**config.mk**
```make
export PLATFORM = sky130hd
export DESIGN_NAME = neighbor_link_table_ewma
export DESIGN_NICKNAME = d
export VERILOG_FILES = /design/src/hw/rtl/nlt_pkg.sv /design/src/hw/rtl/neighbor_link_table_ewma.sv /design/src/hw/rtl/nlt_cell.sv
export SDC_FILE = /design/constraint.sdc
export NUM_CORES = 2
export LEC_CHECK = 0
export ABC_AREA = 1
export BUFFER_PORTS_ARGS = -buffer_cell sky130_fd_sc_hd__clkbuf_2
export CORE_MARGIN = 2
export CORE_UTILIZATION = 45
export CTS_CLUSTER_DIAMETER = 60
export CTS_CLUSTER_SIZE = 16
export DETAILED_ROUTE_END_ITERATION = 8
export HOLD_SLACK_MARGIN = 0.15
export PLACE_DENSITY = 0.69
export SYNTH_ARGS = -nofsm -noshare
export SYNTH_HDL_FRONTEND = slang
export SYNTH_SLANG_ARGS = --single-unit
export TNS_END_PERCENT = 50
```
**constraint.sdc**
```tcl
create_clock -name clk -period 6.4 [get_ports clk]
set_input_delay 0.96 -clock clk [delete_from_list [all_inputs] [get_ports clk]]
set_output_delay 0.96 -clock clk [all_outputs]
set_load 0.02 [all_outputs]
```
**src/hw/rtl/nlt_pkg.sv**
```systemverilog
package nlt_pkg;

  localparam int unsigned TABLE_ENTRIES_DEF = 16;
  localparam int unsigned ADDR_BITS_DEF     = 16;

  localparam logic [8:0] EWMA_UNITY        = 9'h100;
  localparam logic [8:0] EWMA_WEIGHT_RESET = 9'h040;

  typedef struct packed {
    logic        valid;
    logic        hit;
    logic [7:0]  seq;
    logic [15:0] gap;
  } nlt_probe_t;

  typedef struct packed {
    logic        en;
    logic        fresh;
    logic [7:0]  seq;
    logic [15:0] gap;
  } nlt_write_t;

  typedef enum logic [3:0] {
    ST_IDLE   = 4'b0001,
    ST_SEARCH = 4'b0010,
    ST_MULT   = 4'b0100,
    ST_SUM    = 4'b1000
  } nlt_state_t;

endpackage

```
**src/hw/rtl/neighbor_link_table_ewma.sv**
```systemverilog
// Neighbour link table with a sequence-gap moving average. An item is taken when start is
// high and busy is low; its lookup probe then walks down a row of TABLE_ENTRIES cells, one
// cell per cycle, after which the block passes ST_MULT and ST_SUM. Busy stays high through
// all of this, so a new item is taken only once the last one is done. The result appears
// for one cycle with done high in the cycle in which busy falls. The receiver cannot stall:
// done marks a result only in its cycle, and the next item's result overwrites the outputs.
// The weight register may be written through the cfg port at any time the block is idle.
module neighbor_link_table_ewma import nlt_pkg::*; #(
  parameter int unsigned TABLE_ENTRIES = TABLE_ENTRIES_DEF,
  parameter int unsigned ADDR_BITS     = ADDR_BITS_DEF
) (
  input  logic        clk,
  input  logic        rst,
  input  logic        start,
  output logic        busy,
  input  logic [15:0] sender_addr,
  input  logic [7:0]  seq_number,
  input  logic [15:0] rssi,
  input  logic [15:0] link_quality,
  input  logic [15:0] tx_power,
  input  logic        cfg_valid,
  output logic        cfg_ready,
  input  logic [8:0]  cfg_data,
  output logic        done,
  output logic        accepted,
  output logic        new_entry,
  output logic [3:0]  entry_index,
  output logic [15:0] average_gap,
  output logic [15:0] link_distance,
  output logic [15:0] longest_distance
);

  localparam int unsigned SLOT_W = (TABLE_ENTRIES > 1) ? $clog2(TABLE_ENTRIES) : 1;
  localparam int unsigned CNT_W  = $clog2(TABLE_ENTRIES + 1);
  localparam int unsigned KEY_W  = (ADDR_BITS < 16) ? ADDR_BITS : 16;

  nlt_state_t        state;
  logic [8:0]        ewma_weight;
  logic [CNT_W-1:0]  entry_count;
  logic [15:0]       max_distance;
  logic              launch;

  logic [KEY_W-1:0]  key_in;
  logic [7:0]        seq_in;
  logic [15:0]       rssi_in;
  logic [15:0]       tx_in;

  logic              hit;
  logic              fresh;
  logic              full;
  logic [SLOT_W-1:0] slot;
  logic [7:0]        last_seq;
  logic [15:0]       old_avg;
  logic [16:0]       prod_gap;
  logic [24:0]       prod_avg;

  logic [8:0]        w_sat;
  logic [7:0]        gap_val;
  logic [16:0]       avg_sum;
  logic [15:0]       link_dist;

  nlt_write_t        wr;
  logic [SLOT_W-1:0] wr_slot;

  nlt_probe_t        probe     [TABLE_ENTRIES+1];
  logic [KEY_W-1:0]  probe_key [TABLE_ENTRIES+1];
  logic [SLOT_W-1:0] probe_slot[TABLE_ENTRIES+1];

  assign busy      = (state != ST_IDLE);
  assign cfg_ready = 1'b1;

  assign probe[0].valid = launch;
  assign probe[0].hit   = 1'b0;
  assign probe[0].seq   = '0;
  assign probe[0].gap   = '0;
  assign probe_key[0]   = key_in;
  assign probe_slot[0]  = '0;

  for (genvar i = 0; i < TABLE_ENTRIES; i++) begin : g_cell
    nlt_cell #(
      .SLOT_W     (SLOT_W),
      .KEY_W      (KEY_W),
      .CNT_W      (CNT_W),
      .CELL_INDEX (i)
    ) u_cell (
      .clk            (clk),
      .rst            (rst),
      .count          (entry_count),
      .probe_in       (probe[i]),
      .probe_key_in   (probe_key[i]),
      .probe_slot_in  (probe_slot[i]),
      .probe_out      (probe[i+1]),
      .probe_key_out  (probe_key[i+1]),
      .probe_slot_out (probe_slot[i+1]),
      .wr             (wr),
      .wr_slot        (wr_slot),
      .wr_key         (key_in)
    );
  end

  assign w_sat     = (ewma_weight > EWMA_UNITY) ? EWMA_UNITY : ewma_weight;
  assign gap_val   = seq_in - last_seq;
  assign avg_sum   = prod_gap + prod_avg[24:8];
  assign link_dist = tx_in - rssi_in;

  assign wr.en    = (state == ST_SUM) && (hit || fresh);
  assign wr.fresh = fresh;
  assign wr.seq   = seq_in;
  assign wr.gap   = avg_sum[15:0];
  assign wr_slot  = slot;

  always_ff @(posedge clk) begin
    if (rst) begin
      state        <= ST_IDLE;
      ewma_weight  <= EWMA_WEIGHT_RESET;
      entry_count  <= '0;
      max_distance <= '0;
      launch       <= 1'b0;
      done         <= 1'b0;
    end else begin
      launch <= 1'b0;
      done   <= 1'b0;
      if (cfg_valid && cfg_ready) begin
        ewma_weight <= cfg_data;
      end
      unique case (state)
        ST_IDLE: begin
          if (start) begin
            launch <= 1'b1;
            state  <= ST_SEARCH;
          end
        end
        ST_SEARCH: begin
          if (probe[TABLE_ENTRIES].valid) begin
            state <= ST_MULT;
          end
        end
        ST_MULT: begin
          state <= ST_SUM;
        end
        ST_SUM: begin
          done  <= 1'b1;
          state <= ST_IDLE;
          if (fresh) begin
            entry_count <= entry_count + CNT_W'(1);
          end
          if ((hit || fresh) && (link_dist > max_distance)) begin
            max_distance <= link_dist;
          end
        end
        default: state <= ST_IDLE;
      endcase
    end
  end

  always_ff @(posedge clk) begin
    if (state == ST_IDLE && start) begin
      key_in  <= sender_addr[KEY_W-1:0];
      seq_in  <= seq_number;
      rssi_in <= rssi;
      tx_in   <= tx_power;
    end
    if (state == ST_SEARCH && probe[TABLE_ENTRIES].valid) begin
      hit      <= probe[TABLE_ENTRIES].hit;
      slot     <= probe[TABLE_ENTRIES].hit ? probe_slot[TABLE_ENTRIES] : entry_count[SLOT_W-1:0];
      full     <= !probe[TABLE_ENTRIES].hit && (entry_count == CNT_W'(TABLE_ENTRIES));
      fresh    <= !probe[TABLE_ENTRIES].hit && (entry_count != CNT_W'(TABLE_ENTRIES));
      last_seq <= probe[TABLE_ENTRIES].hit ? probe[TABLE_ENTRIES].seq : (seq_in - 8'd1);
      old_avg  <= probe[TABLE_ENTRIES].hit ? probe[TABLE_ENTRIES].gap : 16'(EWMA_UNITY);
    end
    if (state == ST_MULT) begin
      prod_gap <= 17'(gap_val) * 17'(w_sat);
      prod_avg <= 25'(old_avg) * 25'(EWMA_UNITY - w_sat);
    end
    if (state == ST_SUM) begin
      if (full) begin
        accepted         <= 1'b0;
        new_entry        <= 1'b0;
        entry_index      <= '0;
        average_gap      <= '0;
        link_distance    <= '0;
        longest_distance <= max_distance;
      end else begin
        accepted         <= 1'b1;
        new_entry        <= fresh;
        entry_index      <= 4'(slot);
        average_gap      <= avg_sum[15:0];
        link_distance    <= link_dist;
        longest_distance <= (link_dist > max_distance) ? link_dist : max_distance;
      end
    end
  end

endmodule

```
**src/hw/rtl/nlt_cell.sv**
```systemverilog
module nlt_cell import nlt_pkg::*; #(
  parameter int unsigned SLOT_W     = 4,
  parameter int unsigned KEY_W      = 16,
  parameter int unsigned CNT_W      = 5,
  parameter int unsigned CELL_INDEX = 0
) (
  input  logic              clk,
  input  logic              rst,
  input  logic [CNT_W-1:0]  count,
  input  nlt_probe_t        probe_in,
  input  logic [KEY_W-1:0]  probe_key_in,
  input  logic [SLOT_W-1:0] probe_slot_in,
  output nlt_probe_t        probe_out,
  output logic [KEY_W-1:0]  probe_key_out,
  output logic [SLOT_W-1:0] probe_slot_out,
  input  nlt_write_t        wr,
  input  logic [SLOT_W-1:0] wr_slot,
  input  logic [KEY_W-1:0]  wr_key
);

  logic [KEY_W-1:0] key;
  logic [7:0]       seq;
  logic [15:0]      gap;
  logic             occupied;
  logic             match;
  logic             wr_sel;

  assign occupied = CNT_W'(CELL_INDEX) < count;
  assign match    = probe_in.valid && !probe_in.hit && occupied && (key == probe_key_in);
  assign wr_sel   = wr.en && (wr_slot == SLOT_W'(CELL_INDEX));

  always_ff @(posedge clk) begin
    if (wr_sel) begin
      seq <= wr.seq;
      gap <= wr.gap;
      if (wr.fresh) begin
        key <= wr_key;
      end
    end
  end

  always_ff @(posedge clk) begin
    probe_key_out <= probe_key_in;
    if (match) begin
      probe_out.seq  <= seq;
      probe_out.gap  <= gap;
      probe_slot_out <= SLOT_W'(CELL_INDEX);
    end else begin
      probe_out.seq  <= probe_in.seq;
      probe_out.gap  <= probe_in.gap;
      probe_slot_out <= probe_slot_in;
    end
    if (rst) begin
      probe_out.valid <= 1'b0;
      probe_out.hit   <= 1'b0;
    end else begin
      probe_out.valid <= probe_in.valid;
      probe_out.hit   <= probe_in.hit || match;
    end
  end

endmodule

```
==> flow_metrics.env <==
export IMPL_viasPerCell=4.74
export IMPL_skew_ps=44.1
export IMPL_rows=134
export IMPL_clkLatencyLatePin_ps=740
export IMPL_cts_setup_buffers=0
export IMPL_dp_hpwl_um=88900
export IMPL_finalSetupTns_ps=0
export IMPL_die_area_um2=138000
export IMPL_slew_limit_headroom_pct=15.0
export IMPL_arrival_ps=6450
export IMPL_grt_max_degree=56
export IMPL_routedWlPerCell_um=16.0
export IMPL_setup_viol=0
export IMPL_numCtsBuffers=112
export IMPL_ys_seq_elements=1554
export IMPL_clock_sinks=1554
export IMPL_floorplan_initialDensity_pct=45.4
export IMPL_routed_wl_um=124000
export IMPL_yosys_area_top_type_share_pct=40.2
export IMPL_grt_pass1_vias=36400
export IMPL_ir_drop_mv=0.574
export IMPL_finalMaxSlewViolations=0
export IMPL_grt_overflow=0
export IMPL_fin_crit_ps=5980
export IMPL_clockBufferDepth=3
export IMPL_synthArstFlopShare_pct=0
export IMPL_ant_nets=0
export IMPL_yosys_top_cells_area="edfxtp_1, dfxtp_1, nand2_1"
export IMPL_cts_root_buf="clkbuf_16"
export IMPL_hold_buffers=0
export IMPL_hold_path_class="register to register"
export IMPL_crit_type="register to register"
export IMPL_gp_congestion=0.915
export IMPL_synth_edf_count=813
export IMPL_clk_pin_slew_worst_paths_ps=70
export IMPL_htree_levels=3
export IMPL_p_per_area_nw_per_um2=379
export IMPL_die_x_um=372
export IMPL_netlist_cell_type_count=51
export IMPL_yosysTopAreaCell="edfxtp_1"
export IMPL_port_buffers=124
export IMPL_io_pins=142
export IMPL_tritoncts="built"
export IMPL_final_hold_violation_count=0
export IMPL_crit_required_ps=6870
export IMPL_post_synth_instance_area_um2=60800
export IMPL_die_h_um=372
export IMPL_status="finished, final reports clean"
export IMPL_drt_first_pass_iters=8
export IMPL_synth_ff_type="edfxtp_1"
export IMPL_max_freq_ghz=0.167
export IMPL_vias=36700
export IMPL_tightest_slew_ps=1270
export IMPL_final_nets=6257
export IMPL_drive_gt1_share_pct=7.93
export IMPL_drc_errors=0
export IMPL_end_kind="register"
export IMPL_coreArea_um2=134000
export IMPL_avgSynthCellArea_um2=10.8
export IMPL_antenna_found_initial=1
export IMPL_syn_to_final_growth_pct=10.9
export IMPL_grt_pass1_wl_um=197000
export IMPL_syn_inst=5647
export IMPL_cp_max_fo=10
export IMPL_total_power_mw=25.5
export IMPL_fillers=11700
export IMPL_rsz0062_at_grt="false"
export IMPL_synth_seq_area_share_pct=64.6
export IMPL_p_leak_nw=28.7
export IMPL_grtUsageTotal_pct=18.1
export IMPL_drt_iter0_drc=2454
export IMPL_start_kind="register"
export IMPL_maxCapViolations=0
export IMPL_synth_warnings=0
export IMPL_period_share_pct=93.4
==> layout make-up <==
| cell class | count | area (µm²) | area share (%) |
|---|---|---|---|
| Antenna cell | 2 | 5.00 | 0.00743 |
| Clock inverter | 19 | 224 | 0.332 |
| Sequential cell | 1554 | 39300 | 58.2 |
| Tap cell | 1768 | 2210 | 3.28 |
| Multi-Input combinational cell | 3032 | 17700 | 26.2 |
| Clock buffer | 190 | 3200 | 4.75 |
| Inverter | 967 | 3630 | 5.39 |
| Timing Repair Buffer | 199 | 1180 | 1.76 |
==> placed cells by master (no fill, tap or decap), types with 17 or more instances in the layout <==
cell type / instances
dfxtp_1: 740
clkbuf_2: 124
nand3_1: 108
nor2_1: 441
clkbuf_1: 70
nand2_1: 1269
nor3_2: 21
fa_1: 154
o21ai_0: 188
edfxtp_1: 813
xnor2_1: 79
nand3_2: 17
a21oi_1: 150
o21ai_1: 73
ha_1: 152
xor2_1: 61
or2_2: 49
buf_4: 75
nor3_1: 43
o22ai_1: 27
clkbuf_16: 114
inv_1: 951
nand4_1: 82
==> cells by family after synthesis <==
group / Yosys count / synth area share [%]
XOR/XNOR: 141 / 2.03
AND/OR/NAND/NOR: 2088 / 14.2
buffers and inverters: 1075 / 6.77
adder cells (fa/ha/maj): 306 / 8.20
flip-flops: 1554 / 64.6
other: 2 / 0.0124
AO/OA/AOI/OAI: 481 / 4.24
==> stage by stage <==
step                      cell area, µm²  worst slack (ps)  std cells  hold slack, ps  utilization [%]
after detailed placement           64000               220       7520             336             47.8
after CTS                          67400               166       7729             334             50.4
after global routing               67400              10.8       7729             352             50.4
after global placement             64000               236       7520             337             47.8
after floorplan                    60800               645       5661             331                -
final                              67400               420       7731             348             50.4
==> state kept, by name (all words and copies together) (netlist names), 4 cells and up <==
signal,flops
max_distance,16
prod_gap,16
longest_distance,16
g_cell.u_cell.gap,256
prod_avg,16
g_cell.u_cell.seq,128
state,4
entry_count,5
entry_index,4
g_cell.u_cell.key,256
g_cell.u_cell.probe_key_out,240
key_in,16
ewma_weight,9
average_gap,16
g_cell.u_cell.probe_slot_out,49
tx_in,16
link_distance,16
slot,4
last_seq,8
rssi_in,16
seq_in,8
g_cell.u_cell.probe_out,416
old_avg,16
==> Yosys cell counts, types with 59 or more instances <==
| cell type | number |
|---|---|
| nor3_1 | 59 |
| a21oi_1 | 150 |
| o21ai_0 | 188 |
| xor2_1 | 62 |
| fa_1 | 154 |
| nand2_1 | 1269 |
| nand4_1 | 82 |
| inv_1 | 951 |
| nor2_1 | 461 |
| o21ai_1 | 73 |
| xnor2_1 | 79 |
| ha_1 | 152 |
| nand3_1 | 116 |
| dfxtp_1 | 741 |
| edfxtp_1 | 813 |
| clkbuf_1 | 68 |
==> layer usage <==
layer / share of wire (%) / vias to the layer above / global-route usage, %
met2: 49 / 718 / 32.0
met3: 4.6 / 194 / 2.31
met4: 3.0 / 0 / 6.23
met1: 43 / 17400 / 22.9
li1: - / 18400 / -
met5: 0 / - / 0
==> critical path, cell delays in order, from the launching register on <==
cell	delay, ps
dfxtp_4	390
nor2_1	290
inv_1	100
ha_1	210
nand2_2	110
nor2_4	50
inv_2	80
nand2_1	70
nand2_1	330
nor2_1	120
fa_1	520
inv_1	50
fa_1	470
fa_1	490
inv_1	50
fa_1	500
inv_1	60
fa_1	480
inv_1	40
ha_1	320
nand2_1	140
inv_1	70
a21oi_1	230
nor2_1	90
nor3_1	280
nand2_1	90
nand2_1	60
nand2_1	50
==> worst paths after layout <==
kind / start / end / slack [ps] / depth (start not counted)
worst max register to register: ewma_weight[8] / prod_avg[22] / 420 / 27
worst min-delay path: g_cell[8].u_cell.probe_key_out[11] / g_cell[9].u_cell.probe_key_out[11] / 350 / 0
worst min register to register: g_cell[8].u_cell.probe_key_out[11] / g_cell[9].u_cell.probe_key_out[11] / 350 / 0
worst max-delay path: ewma_weight[8] / prod_avg[22] / 420 / 27
==> where the power goes <==
group | total, mW | internal [mW] | switching, mW | leakage [nW]
registers | 11.0 | 10.9 | 0.121 | 13.4
logic | 7.74 | 2.85 | 4.90 | 13.7
clock network | 6.75 | 3.43 | 3.31 | 1.64
total | 25.5 | 17.2 | 8.33 | 28.7
==> what timing repair did <==
action | 4_1_cts | 5_1_grt
endpoints found under the setup margin | 0 | 12
endpoints found under the hold margin | 0 | 0
resized for setup | 0 | 3
No activity file was read; power rests on OpenSTA's default activity.
